<file path="config.mk">
export PLATFORM = sky130hd
export DESIGN_NAME = rust_subset_lexer
export DESIGN_NICKNAME = d
export VERILOG_FILES = /design/src/rtl/core/rsl_pkg.sv /design/src/rtl/core/rust_subset_lexer.sv
export VERILOG_INCLUDE_DIRS = /design/src /design/src/rtl/core
export SDC_FILE = /design/constraint.sdc
export NUM_CORES = 1
export LEC_CHECK = 0
export BUFFER_PORTS_ARGS = -buffer_cell sky130_fd_sc_hd__buf_2
export CORE_ASPECT_RATIO = 1.75
export CORE_MARGIN = 4
export CORE_UTILIZATION = 60
export CTS_BUF_LIST = sky130_fd_sc_hd__clkbuf_8
export CTS_CLUSTER_SIZE = 16
export DETAILED_ROUTE_END_ITERATION = 8
export PLACE_DENSITY = 0.79
export SKIP_CTS_REPAIR_TIMING = 1
export SYNTH_ARGS = -nofsm -noshare
export SYNTH_HDL_FRONTEND = slang
export SYNTH_SLANG_ARGS = --single-unit
export TNS_END_PERCENT = 1
</file>
<file path="constraint.sdc">
create_clock -name clk -period 5.65 [get_ports clk]
set_clock_uncertainty 0.05 [all_clocks]
set_input_delay 0.2825 -clock clk [delete_from_list [all_inputs] [get_ports clk]]
set_output_delay 0.2825 -clock clk [all_outputs]
set_load 0.01 [all_outputs]
</file>
<file path="src/rtl/core/assert_macros.svh">
// Assertion macros shared by the RTL
`ifndef ASSERT_MACROS_SVH
`define ASSERT_MACROS_SVH
`ifndef SYNTH
`define ASSERT_IMPL(label, clk, rst_n, prop) \
  label: assert property (@(posedge clk) disable iff (!rst_n) prop) else $error("assert failed");
`define ASSERT_NEVER(label, clk, rst_n, expr) \
  label: assert property (@(posedge clk) disable iff (!rst_n) !(expr)) else $error("never failed");
`else
`define ASSERT_IMPL(label, clk, rst_n, prop)
`define ASSERT_NEVER(label, clk, rst_n, expr)
`endif
`endif

</file>
<file path="src/rtl/core/rsl_pkg.sv">
// Package for the lexer: token kinds, scan modes, widths
package rsl_pkg;
  localparam int LINE_BITS = 16;
  localparam int POS_BITS  = 20;
  localparam int KEY_CHARS = 8;
  localparam int OUT_BITS  = 6 + LINE_BITS + 2 * POS_BITS + 2 + 8;

  localparam logic [5:0] K_IF = 6'd0, K_BANG = 6'd9, K_REF = 6'd10, K_COLON = 6'd11,
    K_ARROW = 6'd12, K_FAT = 6'd13, K_TYPE = 6'd14, K_STRING = 6'd15, K_COMMA = 6'd16,
    K_ID = 6'd17, K_NUM = 6'd18, K_ASSIGN = 6'd19, K_EQ = 6'd20, K_PLUS = 6'd21,
    K_MINUS = 6'd22, K_MULT = 6'd23, K_DIV = 6'd24, K_LT = 6'd25, K_GT = 6'd26,
    K_LPAREN = 6'd27, K_RPAREN = 6'd28, K_LBRACE = 6'd29, K_RBRACE = 6'd30,
    K_SEMI = 6'd31, K_EOF = 6'd32;
  localparam logic [1:0] ERR_NONE = 2'd0, ERR_CHAR = 2'd1, ERR_STR = 2'd2;

  typedef enum logic [3:0] {
    M_IDLE, M_NUM, M_IDENT, M_STR, M_COMMENT, M_MINUS, M_EQUAL, M_SLASH
  } mode_t;

  typedef struct packed {
    logic [5:0]           kind;
    logic [LINE_BITS-1:0] line;
    logic [POS_BITS-1:0]  start;
    logic [POS_BITS-1:0]  len;
    logic [1:0]           err;
    logic [7:0]           bad;
  } tok_t;

  function automatic logic [5:0] kw_kind(input logic [63:0] w,
                                         input logic [POS_BITS-1:0] n);
    logic [5:0] k;
    k = K_ID;
    if (n == POS_BITS'(2) && w[15:0] == "fi") k = 6'd0;
    if (n == POS_BITS'(4) && w[31:0] == "esle") k = 6'd1;
    if (n == POS_BITS'(5) && w[39:0] == "elihw") k = 6'd2;
    if (n == POS_BITS'(7) && w[55:0] == "nltnirp") k = 6'd3;
    if (n == POS_BITS'(2) && w[15:0] == "nf") k = 6'd4;
    if (n == POS_BITS'(3) && w[23:0] == "tel") k = 6'd5;
    if (n == POS_BITS'(3) && w[23:0] == "tum") k = 6'd6;
    if (n == POS_BITS'(5) && w[39:0] == "hctam") k = 6'd7;
    if (n == POS_BITS'(1) && w[7:0] == "_") k = 6'd8;
    if (n == POS_BITS'(3) && (w[23:0] == "23i" || w[23:0] == "23u" || w[23:0] == "23f"
        || w[23:0] == "rts")) k = K_TYPE;
    if (n == POS_BITS'(4) && (w[31:0] == "loob" || w[31:0] == "rahc")) k = K_TYPE;
    return k;
  endfunction
endpackage

</file>
<file path="src/rtl/core/rust_subset_lexer.sv">
// Top level of the streaming lexer
// One character transfer per cycle while in_tready is high; each item yields zero, one or two token
// transfers. The scan step is combinational; a second token of the same item is
// held in a one-entry side register, so input stalls after such items until that token moves to the output slot.
// Output tdata: kind[5:0], line[21:6], start[41:22], length[61:42],
// error[63:62], bad_char[71:64]; tlast marks the last token of an item.
`include "assert_macros.svh"
module rust_subset_lexer (
  input  logic                         clk,
  input  logic                         rst_n,
  input  logic                         in_tvalid,
  output logic                         in_tready,
  input  logic [7:0]                   in_tdata,   // ch
  input  logic                         in_tuser,   // is_end
  output logic                         out_tvalid,
  input  logic                         out_tready,
  output logic [rsl_pkg::OUT_BITS-1:0] out_tdata,  // kind, line, start, length, error, bad_char
  output logic                         out_tlast
);
  import rsl_pkg::*;

  mode_t                mode_r;
  logic [LINE_BITS-1:0] line_r;
  logic [POS_BITS-1:0]  pos_r, pst_r, plen_r;
  logic [63:0]          win_r;
  logic                 hold_r;
  logic                 v0_r, v1_r, l0_r;
  tok_t                 t0_r, t1_r;

  mode_t                mode_nxt;
  logic [LINE_BITS-1:0] line_nxt;
  logic [POS_BITS-1:0]  pos_nxt, pst_nxt, plen_nxt;
  logic [63:0]          win_nxt;
  logic                 hold_nxt;
  tok_t                 ta, tb;
  logic                 va, vb;
  logic                 acc;

  // skid: output slot t0, pending second slot t1
  assign in_tready = rst_n && !v1_r && (!v0_r || out_tready);
  assign acc = in_tvalid && in_tready;
  assign out_tvalid = v0_r;
  assign out_tdata = {t0_r.bad, t0_r.err, t0_r.len, t0_r.start, t0_r.line, t0_r.kind};
  assign out_tlast = l0_r;

  function automatic logic [POS_BITS-1:0] pinc(input logic [POS_BITS-1:0] v);
    return (v == '1) ? v : v + POS_BITS'(1);
  endfunction

  always_comb begin
    logic [7:0]           c;
    logic                 dig, alp, spc, handled;
    logic [LINE_BITS-1:0] ln;
    tok_t                 tk;
    c = in_tdata;
    dig = c >= "0" && c <= "9";
    alp = (c >= "a" && c <= "z") || (c >= "A" && c <= "Z");
    spc = c == " " || (c >= 8'd9 && c <= 8'd13);
    ln = (line_r == '1) ? line_r : line_r + LINE_BITS'(1);
    mode_nxt = mode_r; line_nxt = line_r; pos_nxt = pos_r; pst_nxt = pst_r;
    plen_nxt = plen_r; win_nxt = win_r; hold_nxt = hold_r;
    va = 1'b0; vb = 1'b0; handled = 1'b0;
    tk = '{kind: K_ID, line: line_r, start: pst_r, len: plen_r, err: ERR_NONE, bad: 8'd0};
    ta = tk; tb = tk;
    if (in_tuser) begin
      va = 1'b0;
      if (!hold_r) begin
        unique case (mode_r)
          M_STR:   begin va = 1'b1; ta.kind = K_IF; ta.err = ERR_STR; end
          M_NUM:   begin va = 1'b1; ta.kind = K_NUM; end
          M_IDENT: begin
            va = 1'b1;
            ta.kind = (plen_r > POS_BITS'(KEY_CHARS)) ? K_ID : kw_kind(win_r, plen_r);
          end
          M_MINUS: begin va = 1'b1; ta.kind = K_MINUS; ta.len = POS_BITS'(1); end
          M_EQUAL: begin va = 1'b1; ta.kind = K_ASSIGN; ta.len = POS_BITS'(1); end
          M_SLASH: begin va = 1'b1; ta.kind = K_DIV; ta.len = POS_BITS'(1); end
          default: ;
        endcase
      end
      tb = '{kind: K_EOF, line: line_r, start: pos_r, len: '0, err: ERR_NONE, bad: 8'd0};
      vb = 1'b1;
      mode_nxt = M_IDLE; line_nxt = LINE_BITS'(1); pos_nxt = '0; pst_nxt = '0;
      plen_nxt = '0; win_nxt = '0; hold_nxt = 1'b0;
    end else if (!hold_r) begin
      unique case (mode_r)
        M_NUM: if (dig || c == ".") begin plen_nxt = pinc(plen_r); handled = 1'b1; end
        M_IDENT: if (alp || dig || c == "_") begin
          if (plen_r < POS_BITS'(KEY_CHARS)) win_nxt[plen_r[2:0]*8 +: 8] = c;
          plen_nxt = pinc(plen_r); handled = 1'b1;
        end
        M_STR: begin
          plen_nxt = pinc(plen_r); handled = 1'b1;
          if (c == 8'h0a) line_nxt = ln;
          if (c == "\"") begin
            va = 1'b1; ta.kind = K_STRING; ta.len = pinc(plen_r);
            ta.line = (c == 8'h0a) ? ln : line_r; mode_nxt = M_IDLE;
          end
        end
        M_COMMENT: begin
          handled = 1'b1;
          if (c == 8'h0a) begin line_nxt = ln; mode_nxt = M_IDLE; end
        end
        M_MINUS: if (c == ">") begin
          va = 1'b1; ta.kind = K_ARROW; ta.len = POS_BITS'(2); mode_nxt = M_IDLE;
          handled = 1'b1;
        end
        M_EQUAL: if (c == "=" || c == ">") begin
          va = 1'b1; ta.kind = (c == "=") ? K_EQ : K_FAT; ta.len = POS_BITS'(2);
          mode_nxt = M_IDLE; handled = 1'b1;
        end
        M_SLASH: if (c == "/") begin mode_nxt = M_COMMENT; handled = 1'b1; end
        default: ;
      endcase
      if (!handled) begin
        // flush pending token in slot a, then scan the character in slot b
        unique case (mode_r)
          M_NUM:   begin va = 1'b1; ta.kind = K_NUM; end
          M_IDENT: begin
            va = 1'b1;
            ta.kind = (plen_r > POS_BITS'(KEY_CHARS)) ? K_ID : kw_kind(win_r, plen_r);
          end
          M_MINUS: begin va = 1'b1; ta.kind = K_MINUS; ta.len = POS_BITS'(1); end
          M_EQUAL: begin va = 1'b1; ta.kind = K_ASSIGN; ta.len = POS_BITS'(1); end
          M_SLASH: begin va = 1'b1; ta.kind = K_DIV; ta.len = POS_BITS'(1); end
          default: ;
        endcase
        mode_nxt = M_IDLE;
        tb = '{kind: K_ID, line: line_r, start: pos_r, len: POS_BITS'(1), err: ERR_NONE,
               bad: 8'd0};
        if (spc) begin
          if (c == 8'h0a) line_nxt = ln;
        end else if (dig) begin
          mode_nxt = M_NUM; pst_nxt = pos_r; plen_nxt = POS_BITS'(1);
        end else if (alp || c == "_") begin
          mode_nxt = M_IDENT; pst_nxt = pos_r; plen_nxt = POS_BITS'(1);
          win_nxt = {56'd0, c};
        end else begin
          case (c)
            "\"": begin mode_nxt = M_STR; pst_nxt = pos_r; plen_nxt = POS_BITS'(1); end
            "-": begin mode_nxt = M_MINUS; pst_nxt = pos_r; plen_nxt = POS_BITS'(1); end
            "=": begin mode_nxt = M_EQUAL; pst_nxt = pos_r; plen_nxt = POS_BITS'(1); end
            "/": begin mode_nxt = M_SLASH; pst_nxt = pos_r; plen_nxt = POS_BITS'(1); end
            "+": begin vb = 1'b1; tb.kind = K_PLUS; end
            "*": begin vb = 1'b1; tb.kind = K_MULT; end
            "!": begin vb = 1'b1; tb.kind = K_BANG; end
            "&": begin vb = 1'b1; tb.kind = K_REF; end
            ":": begin vb = 1'b1; tb.kind = K_COLON; end
            ",": begin vb = 1'b1; tb.kind = K_COMMA; end
            "<": begin vb = 1'b1; tb.kind = K_LT; end
            ">": begin vb = 1'b1; tb.kind = K_GT; end
            "(": begin vb = 1'b1; tb.kind = K_LPAREN; end
            ")": begin vb = 1'b1; tb.kind = K_RPAREN; end
            "{": begin vb = 1'b1; tb.kind = K_LBRACE; end
            "}": begin vb = 1'b1; tb.kind = K_RBRACE; end
            ";": begin vb = 1'b1; tb.kind = K_SEMI; end
            default: begin
              vb = 1'b1; tb.kind = K_IF; tb.err = ERR_CHAR; tb.bad = c; hold_nxt = 1'b1;
            end
          endcase
        end
      end
      pos_nxt = pinc(pos_r);
    end
  end

  always_ff @(posedge clk) begin
    if (!rst_n) begin
      mode_r <= M_IDLE; line_r <= LINE_BITS'(1); pos_r <= '0; pst_r <= '0; plen_r <= '0;
      win_r <= '0; hold_r <= 1'b0; v0_r <= 1'b0; v1_r <= 1'b0; l0_r <= 1'b0;
    end else begin
      if (acc) begin
        mode_r <= mode_nxt; line_r <= line_nxt; pos_r <= pos_nxt; pst_r <= pst_nxt;
        plen_r <= plen_nxt; win_r <= win_nxt; hold_r <= hold_nxt;
      end
      if (acc && (va || vb)) begin
        v0_r <= 1'b1;
        t0_r <= va ? ta : tb;
        l0_r <= !(va && vb);
        v1_r <= va && vb;
        t1_r <= tb;
      end else if (v0_r && out_tready) begin
        v0_r <= v1_r;
        t0_r <= t1_r;
        l0_r <= 1'b1;
        v1_r <= 1'b0;
      end
    end
  end

  `ASSERT_NEVER(a_no_accept_pending, clk, rst_n, acc && v1_r)
  `ASSERT_IMPL(a_second_last, clk, rst_n, (v0_r && v1_r) |-> !l0_r)
  `ASSERT_IMPL(a_end_resets, clk, rst_n, (acc && in_tuser) |=> (line_r == LINE_BITS'(1) && !hold_r))
endmodule
</file>
# After elaboration in Yosys (flattened, before gate mapping)
# Index checks and enable logic that the tools add are counted.
[word_totals]
in_bits = 13
ff_bits = 292
wordCells = 290
out_inout_bits = 75
[op_classes]
n_mux = 139
n_shift = 2
eq_ne = 62
n_lt_le_gt_ge = 10
n_reduce_logical = 51
addsub = 4
[op_table]
columns = ["operator", "n"]
rows = [
  ["64-bit two-way mux", 9],
  ["20-bit two-way mux", 28],
  ["72-bit two-way mux", 4],
  ["16-bit two-way mux", 10],
  ["71-bit two-way mux", 2],
  ["8-bit by 6-bit equality test with 1-bit output (second input constant)", 17],
  ["20-bit case mux with 3 select lines", 2],
  ["32-bit by 31-bit equality test with 1-bit output (second input constant)", 3],
  ["40-bit by 39-bit equality test with 1-bit output (second input constant)", 2],
  ["6-bit two-way mux", 13],
  ["24-bit by 22-bit equality test with 1-bit output (second input constant)", 3],
  ["24-bit by 23-bit equality test with 1-bit output (second input constant)", 3],
  ["5-bit case mux with 14 select lines", 1],
  ["64-bit bitwise mux", 1],
  ["8-bit by 34-bit variable shift with 64-bit output (first input constant)", 1],
  ["8-bit by 34-bit variable part select with 64-bit output", 1],
  ["20-bit by 3-bit equality test with 1-bit output (second input constant)", 3],
  ["56-bit by 55-bit equality test with 1-bit output (second input constant)", 1],
  ["22-bit two-way mux", 2],
  ["20-bit by 1-bit adder with 20-bit output (second input constant)", 2],
  ["20-bit by 2-bit equality test with 1-bit output (second input constant)", 2],
  ["20-bit equality test (second input constant)", 2],
  ["5-bit two-way mux", 8],
  ["9-bit two-way mux", 4],
  ["48 further kinds", 144],
]

# Longest topological paths before layout
# Gate-level depths: netlist (run 1).
[depth]
ltp_word = 20
depth_mapped = 13
ltp_nobuf = 10

# Least setup slack after synthesis (run 1)
# OpenSTA, ideal clock, no wires.
[synth_path]
path_kind = "input port to flip-flop"
from = "in in_tdata[3]"
to = "reg t0_r, in the netlist out_tdata[0] (enable)"
required_ns = 5.145
arrival_time_ns = 4.575
cell_stages = 10
path_buffers = 3
setup_time_ns = 0.455
slack_ns = 0.569
cell_sequence = "or2_1 o41a_1 a211o_1 a211o_1 o41a_1 a21o_1 buf_6 buf_6 buf_6 a21oi_2"
[synth_between]
elab_chain_len = 16
word_cells_on_any_way = 53
cone_classes = "order compare: 8; eq/ne: 8; mux: 21; reduce/logical: 16"
[synth_lines]
columns = ["element", "line_no", "text"]
rows = [
  ["start: declaration", "rust_subset_lexer.sv:13", "input logic [7:0] in_tdata,"],
  ["8-bit by 7-bit greater-or-equal comparator with 1-bit output or 8-bit by 7-bit less-or-equal comparator with 1-bit output (tied branches)", "rust_subset_lexer.sv:57", "alp = (c >= \"a\" && c <= \"z\") || (c >= \"A\" && c <= \"Z\");"],
  ["1-bit logical AND", "rust_subset_lexer.sv:57", ""],
  ["1-bit logical OR", "rust_subset_lexer.sv:57", ""],
  ["1-bit logical OR (2 in a row)", "rust_subset_lexer.sv:88", "M_IDENT: if (alp || dig || c == \"_\") begin"],
  ["1-bit two-way mux", "rust_subset_lexer.sv:88", ""],
  ["1-bit case mux with 6 select lines", "rust_subset_lexer.sv:86", "unique case (mode_r)"],
  ["1-bit two-way mux", "rust_subset_lexer.sv:85", "end else if (!hold_r) begin"],
  ["1-bit two-way mux", "rust_subset_lexer.sv:65", "if (in_tuser) begin"],
  ["1-bit two-way mux", "rust_subset_lexer.sv:115", "if (!handled) begin"],
  ["1-bit two-way mux", "rust_subset_lexer.sv:85", ""],
  ["1-bit two-way mux", "rust_subset_lexer.sv:65", ""],
  ["1-bit logical OR (*)", "rust_subset_lexer.sv:176", "if (acc && (va || vb)) begin"],
  ["1-bit logical AND (*)", "rust_subset_lexer.sv:176", ""],
  ["2-bit nonzero test (no source line) (*)", "-", ""],
  ["2-bit AND reduction (no source line) (*)", "-", ""],
  ["end signal: assignment", "rust_subset_lexer.sv:178", "t0_r <= va ? ta : tb;"],
  ["end signal: assignment", "rust_subset_lexer.sv:184", "t0_r <= t1_r;"],
  ["end: declaration", "rust_subset_lexer.sv:28", "tok_t t0_r, t1_r;"],
]
# Mark *: on every way between the ends. The rest lies on a longest branch, timed or not. The select of a mux whose other input is x is not followed.
# A chain may end at the register's enable or synchronous reset.

# Final worst setup path (run 1)
[layout_path]
from = "reg mode_r[0]"
to = "reg t0_r, in the netlist out_tdata[4] (data pin)"
[layout_between]
elab_chain_len = 11
word_cells_on_any_way = 37
cone_classes = "eq/ne: 7; mux: 25; reduce/logical: 5"
[layout_lines]
columns = ["element", "line_no", "text"]
rows = [
  ["start: declaration", "rust_subset_lexer.sv:22", "mode_t mode_r;"],
  ["start signal: assignment", "rust_subset_lexer.sv:173", "mode_r <= mode_nxt; line_r <= line_nxt; pos_r <= pos_nxt; pst_r <= pst_nxt;"],
  ["4-bit by 2-bit equality test with 1-bit output or 4-bit by 3-bit equality test with 1-bit output (tied branches)", "rust_subset_lexer.sv:68, rust_subset_lexer.sv:86", ""],
  ["2-bit OR reduction (no source line)", "-", ""],
  ["1-bit case mux with 6 select lines", "rust_subset_lexer.sv:86", ""],
  ["1-bit two-way mux", "rust_subset_lexer.sv:85", ""],
  ["1-bit two-way mux", "rust_subset_lexer.sv:65", ""],
  ["1-bit two-way mux", "rust_subset_lexer.sv:115", ""],
  ["1-bit two-way mux", "rust_subset_lexer.sv:85", ""],
  ["1-bit two-way mux", "rust_subset_lexer.sv:65", ""],
  ["1-bit logical OR", "rust_subset_lexer.sv:176", ""],
  ["1-bit logical AND", "rust_subset_lexer.sv:176", ""],
  ["72-bit two-way mux (*)", "rust_subset_lexer.sv:176", ""],
]
# Marks and branches as above.

==> results of run 1 <==
[metal layers]
metal,part of all wire [%],global-route usage [%]
met3,5.5,4.43
met5,0,0
met4,7.6,22.4
met2,51,57.4
met1,36,34.8
[final cells by class]
cell class	instances	share of cell area [%]
sequential	282	44.7
clock buffer	51	4.43
multi-input combinational	1155	43.4
inverter	17	0.411
tap	304	2.40
clock inverter	25	0.916
timing repair buffer	105	3.77
[per-stage QoR]
step	util [%]	worst slack, ns	hold slack [ns]	instances	cell area [um^2]
after global placement	63.7	1.41	0.383	1862	15000
after CTS	67.3	1.51	-0.0394	1938	15800
final	67.4	1.45	0.112	1939	15800
after global routing	67.4	1.19	0.0957	1939	15800
after detailed placement	63.7	1.35	0.387	1862	15000
after floorplan	-	0.569	0.331	1556	14400
[synthesized netlist by cell type, types with 7 or more instances]
cell type	count
a211oi_1	9
a21oi_1	79
a22o_1	34
a22oi_1	15
a31oi_1	16
and2_1	46
and3_1	30
and4_1	10
buf_2	21
clkbuf_1	76
dfxtp_1	139
edfxtp_1	143
ha_1	7
inv_1	14
mux2_2	20
mux2i_1	22
nand2_1	219
nand2b_1	16
nand3_1	59
nand3b_1	13
nand4_1	24
nand4b_1	14
nor2_1	106
nor2b_1	15
nor3_1	41
nor4_1	22
nor4bb_1	8
o211ai_1	9
o21ai_0	135
o21ai_1	10
o22ai_1	8
o2bb2ai_1	22
o31ai_1	11
or3_1	20
or4_1	9
xnor2_1	7
[critical path, stage by stage, from the launching register on]
cell	delay, ns
dfxtp_1	0.81
or2_2	0.28
nand2b_1	0.21
nor2_1	0.34
a211o_1	0.44
o41a_1	0.30
a21o_4	0.43
clkinv_2	0.46
buf_4	0.37
nand3_1	0.11
o211ai_1	0.09
[where the power goes]
| group | total (uW) | internal (uW) | switching [uW] |
|---|---|---|---|
| Clock | 1660 | 870 | 790 |
| Sequential | 2230 | 2210 | 21.1 |
| Combinational | 352 | 96.8 | 255 |
[sequential cells by signal (all words and copies together) (netlist names)]
signal / cells
win_r: 56
pst_r: 20
out_tvalid: 1
v1_r: 1
mode_r: 3
plen_r: 20
hold_r: 1
out_tdata: 72
out_tlast: 1
line_r: 16
t1_r: 71
pos_r: 20
[cell families (layout without fill, tap and decap cells)]
logic type | Yosys count | after routing | share of synthesized area, %
AO/OA/AOI/OAI | 409 | 409 | 18.4
AND/OR/NAND/NOR | 685 | 685 | 24.6
XOR/XNOR | 12 | 12 | 0.729
flip-flops | 282 | 282 | 49.1
buffers and inverters | 119 | 198 | 3.54
multiplexers | 42 | 42 | 3.09
adder cells (fa/ha/maj) | 7 | 7 | 0.607
[final timing paths]
kind                          startpoint                      end  slack (ns)  depth (start not counted)
setup / recovery  mode_r[0]$_SDFFE_PN0P_   out_tdata[4]$_DFFE_PP_        1.45                         10
hold / removal               in_tdata[7]  out_tdata[71]$_DFFE_PP_        0.11                          2
setup reg to reg  mode_r[0]$_SDFFE_PN0P_   out_tdata[4]$_DFFE_PP_        1.45                         10
hold reg to reg   win_r[44]$_SDFFE_PN0P_   win_r[44]$_SDFFE_PN0P_        0.40                          2
==> results.cfg, run 1 <==
[outcome]
run_status = finished, final reports clean

[sta]
rsz0062_at_grt = no
report.final.hold_viol_count = 0
timing_max_transition_violations_final = 0
worst-slew-pin-transition_ns = 1.14
headroom_to_the_max_slew_limit_pct = 23.5
final_period_utilization_pct = 74.3
final.setup.tns_ns = 0
finalWorstPathRequiredPeriod_ns = 4.20
setup_violators_final = 0
max_clock_freq_mhz = 238

[drt]
drt-total-wl_um = 43700
postRouteAntennaNets = 0
dr.first_iter.drc_count = 993
route.detailed.drc = 0
avgViaCountPerCell = 6.60
vias = 12800
post_drt_wl_per_cell_um = 22.5
first_pass_iters = 6

[clock_network]
htree_levels = 2
clkSlewWorstSetupHoldPaths_ns = 0.07
tritoncts.num_buffers = 41
clock_tree_from_tritoncts = built
clock-root-buffer = clkbuf_8
worst_skew_pair.late_latency_ns = 0.58
cts-root-to-sink-buffers = 3
cts_sinks = 282

[yosys]
synth_area_per_cell_um2 = 9.27
synth_fp_nets = 1576
synth_warnings = 0
yosys_register_bits = 282
synth_edf_count = 143
synth.top_cell.area_share_pct = 29.8
synth_top_cell_by_area = edfxtp_1
synth_async_sr_flop_share_pct = 0
postSynthCellCount = 1556
postSynth.topFlopCell = edfxtp_1
ys_top_cells_by_area = edfxtp_1 (30%), dfxtp_1 (19%), nand2_1 (5.7%), o21ai_0 (4.7%), nor2_1 (2.8%)
unique_cell_type_count_in_the_yosys_netlist = 79
ys_seq_area_share_pct = 49.1
post_synth_instance_area_um2 = 14400

[grt]
overflow = 0
wire_length_of_the_first_global_routing_pass_um = 68200
first_global_vias = 12600
antenna_found_initial = 0
maximum_number_of_pins_on_one_net_before_global_route_repair = 66
globalRouteTotalUtil_pct = 32.0

[critical_path]
endpoint_kind = flop
worst_ep_arrival_time_ns = 4.44
worst-setup-path-type = flop to flop
worstPathRequired_ns = 5.90
timing.critical_path.from_type = flop
crit_fanout = 36

[pwr]
power_per_cell_area_nw_per_um2 = 268
power.static_leakage_uw = 0.00563
total_power_uw = 4240
vdd_drop_max_mv = 0.248

[layout]
num-fill-cells = 1966
final_cell_mix = nand2_1 (219), edfxtp_1 (143), dfxtp_1 (139), o21ai_0 (135), nor2_1 (105)
layout.cells.most_common = nand2_1
antenna-diode-count = 0
drive_above_1_share_pct = 12.8
multi_input_logic_area_um2 = 6880
area_delta_synth_final_pct = 9.87
seqCellArea_um2 = 7080
finalNetCount = 1622

[place]
placement.io_buffers = 87
gp_congestion = 1.03
place.detailed.hpwl_um = 31100

[flow_run]
maxCapViolations = 0

[die]
ios = 88
num_rows = 74
chipHeight_um = 213
die_area_um2 = 26700
core_um2 = 23500
initial_core_util_pct = 61.3
die-width_um = 125

[min_path]
hold_path.class = input port to flop
Power figures use the tool's default switching activity.
==> inputs of run 2 (changes only) <==
--- a/config.mk
+++ b/config.mk
@@ -6,6 +6,7 @@
 export SDC_FILE = /design/constraint.sdc
 export NUM_CORES = 1
 export LEC_CHECK = 0
+export ABC_AREA = 1
 export BUFFER_PORTS_ARGS = -buffer_cell sky130_fd_sc_hd__buf_2
 export CORE_ASPECT_RATIO = 1.75
 export CORE_MARGIN = 4
@@ -13,7 +14,7 @@
 export CTS_BUF_LIST = sky130_fd_sc_hd__clkbuf_8
 export CTS_CLUSTER_SIZE = 16
 export DETAILED_ROUTE_END_ITERATION = 8
-export PLACE_DENSITY = 0.79
+export PLACE_DENSITY = 0.78
 export SKIP_CTS_REPAIR_TIMING = 1
 export SYNTH_ARGS = -nofsm -noshare
 export SYNTH_HDL_FRONTEND = slang
==> constraint.sdc (replaced) <==
create_clock -name clk -period 4.2 [get_ports clk]
set_clock_uncertainty 0.05 [all_clocks]
set_input_delay 0.21 -clock clk [delete_from_list [all_inputs] [get_ports clk]]
set_output_delay 0.21 -clock clk [all_outputs]
set_load 0.01 [all_outputs]
==> run 2 against run 1 <==
The run now ends with hold timing left. Clock power increased by 38%. Die area is 11% higher. Via count grew 22%. Worst setup slack worse by 0.84 ns. Synthesized cell count up 45%. Sequential power grew 40%. Register-to-register slack lost 0.84 ns. Cell area is 11% higher. Utilization down 1.5 points. Critical path type unchanged. Largest power group unchanged.
==> results.cfg, run 2 <==
[layout]
drive_above_1_share_pct = 9.23
layout.cells.most_common = nand2_1
final_cell_mix = nand2_1 (667), nor2_1 (247), inv_1 (206), nand3_1 (182), a21oi_1 (157)
area_delta_synth_final_pct = 8.49
largest_register_ff_count = 72
finalNetCount = 2315

[grt]
maximum_number_of_pins_on_one_net_before_global_route_repair = 131
wire_length_of_the_first_global_routing_pass_um = 79200
first_global_vias = 14800
antenna_found_initial = 1
overflow = 0
globalRouteTotalUtil_pct = 33.8

[drt]
avgViaCountPerCell = 5.91
dr.first_iter.drc_count = 1364
route.detailed.drc = 0
drt-total-wl_um = 51600
vias = 15700
first_pass_iters = 5
post_drt_wl_per_cell_um = 19.5
postRouteAntennaNets = 0

[sta]
timing_max_transition_violations_final = 0
final.setup.tns_ns = 0
finalWorstPathRequiredPeriod_ns = 3.58
headroom_to_the_max_slew_limit_pct = 32.4
worst-slew-pin-transition_ns = 1.01
report.final.hold_viol_count = 2
final_period_utilization_pct = 85.3
rsz0062_at_grt = no
worst_hold_slack_across_all_endpoints_ns = -0.0336
max_clock_freq_mhz = 279
final.setup.worst_slack_ns = 0.616
setup_violators_final = 0

[yosys]
ys_top_cells_by_area = edfxtp_1 (27%), dfxtp_1 (17%), nand2_1 (15%), nor2_1 (5.8%), nand3_1 (5.6%)
ys_seq_area_share_pct = 43.8
synth_async_sr_flop_share_pct = 0
post_synth_xor_area_fraction_pct = 2.11
post_synth_most_frequent_cells = nand2_1 (667), nor2_1 (248), inv_1 (195)
postSynthCellCount = 2260
synth_edf_count = 143
yosys.area_share.simple_pct = 32.9
synth_area_per_cell_um2 = 7.15
synth_warnings = 0
adder_cell_share_of_the_synthesized_area_pct = 0.542
post_synth_instance_area_um2 = 16200
synth.top_cell.area_share_pct = 26.6
postSynth.topFlopCell = edfxtp_1
synth_fp_nets = 2280
combinational_family_with_the_most_area_after_synthesis = simple AND/OR/NAND/NOR gates
synth_top_cell_by_area = edfxtp_1
yosys_register_bits = 282
yosys.cell_count.top_type = nand2_1
synth_compound_gate_area_share_pct = 12.5
synth_mux_area_share_pct = 0
unique_cell_type_count_in_the_yosys_netlist = 44

[place]
placement.io_buffers = 87
place.detailed.hpwl_um = 37100
preCtsSetupSlack_ns = 0.763
gp_congestion = 1.04

[clock_network]
cts_sinks = 282
tritoncts.num_buffers = 42
clock-root-buffer = clkbuf_8
clkSlewWorstSetupHoldPaths_ns = 0.07
worst_skew_pair.late_latency_ns = 0.61
cts-root-to-sink-buffers = 3
htree_levels = 2
clock_tree_from_tritoncts = built

[critical_path]
worstPathRequired_ns = 4.61
largest_delay_share_family_worst_path = simple AND/OR/NAND/NOR gates
critical-path-slowest-cell = nor2_1
crit_fanout = 14
worst_ep_arrival_time_ns = 4.00
timing.critical_path.from_type = flop
max_stage_delay_ns = 0.62
worst-path-buf-inv = 3
path_cells = inv_1 > ha_1 > ha_1 > nor2_1 > inv_1 > nor2_1 > inv_1 > nor2_1 > o21ai_0 > o211ai_1 > a21oi_1
worst-setup-path-type = flop to flop
endpoint_kind = flop

[flow_run]
maxCapViolations = 0

[die]
ios = 88
chipHeight_um = 225
core_um2 = 26600
die-width_um = 132
num_rows = 79
die_area_um2 = 29700
initial_core_util_pct = 60.8

[outcome]
violations = hold timing
run_status = finished, violations left

[pwr]
power_per_cell_area_nw_per_um2 = 359
vdd_drop_max_mv = 0.275
power.static_leakage_uw = 0.00679

[min_path]
hold_path.class = input port to flop
-- run 2: cell count changes after synthesis, sizes merged, moves of 37 or more --
| cell | delta |
|---|---|
| nor2 | +155 |
| nand3 | +127 |
| a21oi | +77 |
| inv | +188 |
| and2 | -46 |
| o211ai | +49 |
| nand2 | +460 |
| nand4 | +37 |
-- run 2: kinds of logic after synthesis --
family	after synthesis
fa+ha+maj	7
xor+xnor	39
buf+inv	324
compound gates	357
flops	282
simple gates	1251
-- run 2: cell type report --
type	instances	area (um^2)
tap	324	405
timing repair buffer	109	643
multi-input combinational	1654	7790
inverter	206	774
fill	2359	9060
clock buffer	48	661
clock inverter	30	181
sequential	282	7080
antenna	1	2.50
-- run 2: report_power, final --
part / switching [uW] / internal (uW) / leakage [uW]
clock: 1120 / 1180 / 0.000488
combinational: 655 / 224 / 0.00383
sequential: 56.3 / 3070 / 0.00248
-- run 2: worst paths after layout --
kind,startpoint,to,slack (ns),depth (start not counted)
max,plen_r[0]$_SDFFE_PN0P_,win_r[40]$_SDFFE_PN0P_,0.62,11
min,in_tdata[5],win_r[29]$_SDFFE_PN0P_,-0.03,3
max reg2reg,plen_r[0]$_SDFFE_PN0P_,win_r[40]$_SDFFE_PN0P_,0.62,11
min reg2reg,line_r[8]$_SDFFE_PN0P_,t1_r[58]$_DFFE_PP_,0.41,0
-- run 2: worst reg2reg max path, cell delays in order, from the launching register on --
cell and delay, ns:
dfxtp_1 0.56, inv_1 0.23, ha_1 0.29, ha_1 0.23, nor2_1 0.27, inv_1 0.24
nor2_1 0.35, inv_1 0.13, nor2_1 0.62, o21ai_0 0.22, o211ai_1 0.16, a21oi_1 0.10
-- run 2: stage by stage --
| step | total power, uW | cell area (um^2) | hold WS (ns) | instances | util, % |
|---|---|---|---|---|---|
| finish | 6300 | 17500 | -0.0336 | 2654 | 65.9 |
| detailed placement | 4050 | 16700 | 0.390 | 2573 | 62.7 |
| global placement | 4040 | 16700 | 0.386 | 2573 | 62.7 |
| global route | 6520 | 17500 | 0.0111 | 2654 | 65.9 |
| floorplan | 3760 | 16200 | 0.259 | 2260 | - |
| CTS | 6310 | 17500 | -0.110 | 2651 | 65.8 |
-- run 2: per-layer routing --
metal | part of all wire [%] | GRT usage, %
met5 | 0 | 0
met4 | 9.1 | 27.2
met3 | 5.7 | 4.62
met2 | 52 | 61.9
met1 | 34 | 34.1
==> inputs of run 3 (changes only) <==
--- a/config.mk
+++ b/config.mk
@@ -10,11 +10,11 @@
 export BUFFER_PORTS_ARGS = -buffer_cell sky130_fd_sc_hd__buf_2
 export CORE_ASPECT_RATIO = 1.75
 export CORE_MARGIN = 4
-export CORE_UTILIZATION = 60
+export CORE_UTILIZATION = 40
 export CTS_BUF_LIST = sky130_fd_sc_hd__clkbuf_8
 export CTS_CLUSTER_SIZE = 16
 export DETAILED_ROUTE_END_ITERATION = 8
-export PLACE_DENSITY = 0.78
+export GPL_TIMING_DRIVEN = 0
 export SKIP_CTS_REPAIR_TIMING = 1
 export SYNTH_ARGS = -nofsm -noshare
 export SYNTH_HDL_FRONTEND = slang
==> run 3 against run 2 <==
The run now ends clean. Fmax down 5.5%. Via count is 1.9% higher. Total power up 4.1%. Final cell count grew 10%. Critical path type unchanged.
==> results.cfg, run 3 (synthesis gave the netlist of run 2 again) <==
[min_path]
hold_path.class = input port to flop

[die]
ios = 88
die-width_um = 160
die_area_um2 = 43800
chipHeight_um = 274
core_um2 = 39900
initial_core_util_pct = 40.5
num_rows = 97

[critical_path]
worstPathRequired_ns = 4.61
critical-path-slowest-cell = nor3_1
worst_ep_arrival_time_ns = 4.20
worst-path-buf-inv = 5
crit_fanout = 9
worst-setup-path-type = flop to flop
largest_delay_share_family_worst_path = buffers and inverters
timing.critical_path.from_type = flop
path_cells = clkbuf_1 > inv_1 > ha_1 > clkbuf_1 > clkinv_1 > nor2_1 > inv_1 > nor3_1 > nand2_1 > o211ai_1 > a21oi_1
endpoint_kind = flop
max_stage_delay_ns = 0.43

[layout]
multi_input_logic_area_um2 = 7770
area_delta_synth_final_pct = 12.8
finalNetCount = 2418
largest_register_ff_count = 72
drive_above_1_share_pct = 10.2
post-route-util_pct = 45.6
seqCellArea_um2 = 7080
num-fill-cells = 4122
layout.cells.most_common = nand2_1
final_cell_mix = nand2_1 (667), nor2_1 (248), inv_1 (211), nand3_1 (182), a21oi_1 (157)

[clock_network]
tritoncts.num_buffers = 44
cts-root-to-sink-buffers = 3
cts_sinks = 282
htree_levels = 2
clkSlewWorstSetupHoldPaths_ns = 0.07
clock_tree_from_tritoncts = built
worst_skew_pair.late_latency_ns = 0.61
clock-root-buffer = clkbuf_8

[place]
preCtsSetupSlack_ns = 0.563
placement.io_buffers = 87
gp_congestion = 0.998
place.detailed.hpwl_um = 47000

[sta]
rsz0062_at_grt = no
final_period_utilization_pct = 90.3
timing_max_transition_violations_final = 0
report.final.hold_viol_count = 0
worst-slew-pin-transition_ns = 0.954
setup_violators_final = 0
max_clock_freq_mhz = 264
headroom_to_the_max_slew_limit_pct = 35.9
finalWorstPathRequiredPeriod_ns = 3.79
final.setup.worst_slack_ns = 0.408

[outcome]
run_status = finished, final reports clean

[pwr]
power.sequential.fraction_pct = 47.4
power.static_leakage_uw = 0.00704
power.switching_fraction_pct = 30.0
power_per_cell_area_nw_per_um2 = 360
power_frac_comb_pct = 15.4
cell_internal_pwr_uw = 4590
share_clk_of_total_power_pct = 37.2
switchingPower_uw = 1970
vdd_drop_max_mv = 0.204

[grt]
antenna_found_initial = 1
overflow = 0
grtUsageMet3_pct = 3.64
gr-usage-met2_pct = 51.8
global_route.usage.met1_pct = 25.0
globalRoute.busiestLayer = met2
globalRouteTotalUtil_pct = 26.8
wire_length_of_the_first_global_routing_pass_um = 91300
maximum_number_of_pins_on_one_net_before_global_route_repair = 72
first_global_vias = 15900

[drt]
vias = 16000
postRouteAntennaNets = 0
avgViaCountPerCell = 5.45
post_drt_wl_per_cell_um = 20.4
drt-total-wl_um = 59600
first_pass_iters = 6
dr.first_iter.drc_count = 1049
route.detailed.drc = 0

[flow_run]
maxCapViolations = 0
## run 3: changes by cell type in the layout (fill, tap and decap cells not counted), sizes merged
| cell | change |
|---|---|
| clkinv | -6 |
| buf | +31 |
| inv | +5 |
| dlygate4sd3 | +1 |
| clkbuf | +73 |
| diode | +1 |
## run 3: per-stage QoR
step	area, um^2	hold slack [ns]	instances	power (uW)	setup TNS (ns)
finish	18200	0.0398	2930	6560	0
global placement	17200	0.389	2842	4160	-77.10
detailed placement	17300	0.379	2844	4180	0
CTS	18200	-0.251	2925	6620	0
floorplan	16200	0.259	2260	3760	0
global route	18200	0.0569	2929	6840	0
## run 3: routing by layer
layer  vias to the layer above  routed length, um
met4                         0               5340
met5                         -                  0
met3                       255               2730
met2                       624              32000
met1                      7293              19500
li1                       7810                  -
## run 3: final cells by class
cell class                      count  share of cell area [%]
Inverter                          206                    4.26
Tap cell                          495                    3.40
Clock inverter                     29                    1.09
Multi-Input combinational cell   1654                    42.6
Antenna cell                        2                  0.0275
Buffer                            118                    2.97
Timing Repair Buffer               92                    2.86
Sequential cell                   282                    38.8
Clock buffer                       52                    3.93
## run 3: worst paths after layout
kind,startpoint,endpoint,slack [ns],cells past startpoint
worst min register to register,line_r[5]$_SDFFE_PN0P_,t1_r[55]$_DFFE_PP_,0.41,0
worst max register to register,plen_r[1]$_SDFFE_PN0P_,win_r[9]$_SDFFE_PN0P_,0.41,11
worst max-delay path,plen_r[1]$_SDFFE_PN0P_,win_r[9]$_SDFFE_PN0P_,0.41,11
worst min-delay path,in_tdata[5],win_r[29]$_SDFFE_PN0P_,0.04,3
## run 3: tightest hold or removal path, delay by kind of cell
| family | cells | cell delay (ns) |
|---|---|---|
| buffers and inverters | 1 | 0.17 |
| AO/OA/AOI/OAI | 2 | 0.27 |
## run 3: power by group through the flow
stage | sequential [uW] | clock, uW | combinational, uW
2_1_floorplan | 3200 | 0 | 563
3_3_place_gp | 3170 | 0 | 985
3_5_place_dp | 3170 | 0 | 1010
4_1_cts | 3110 | 2500 | 1010
5_1_grt | 3120 | 2620 | 1100
6_report | 3110 | 2440 | 1010
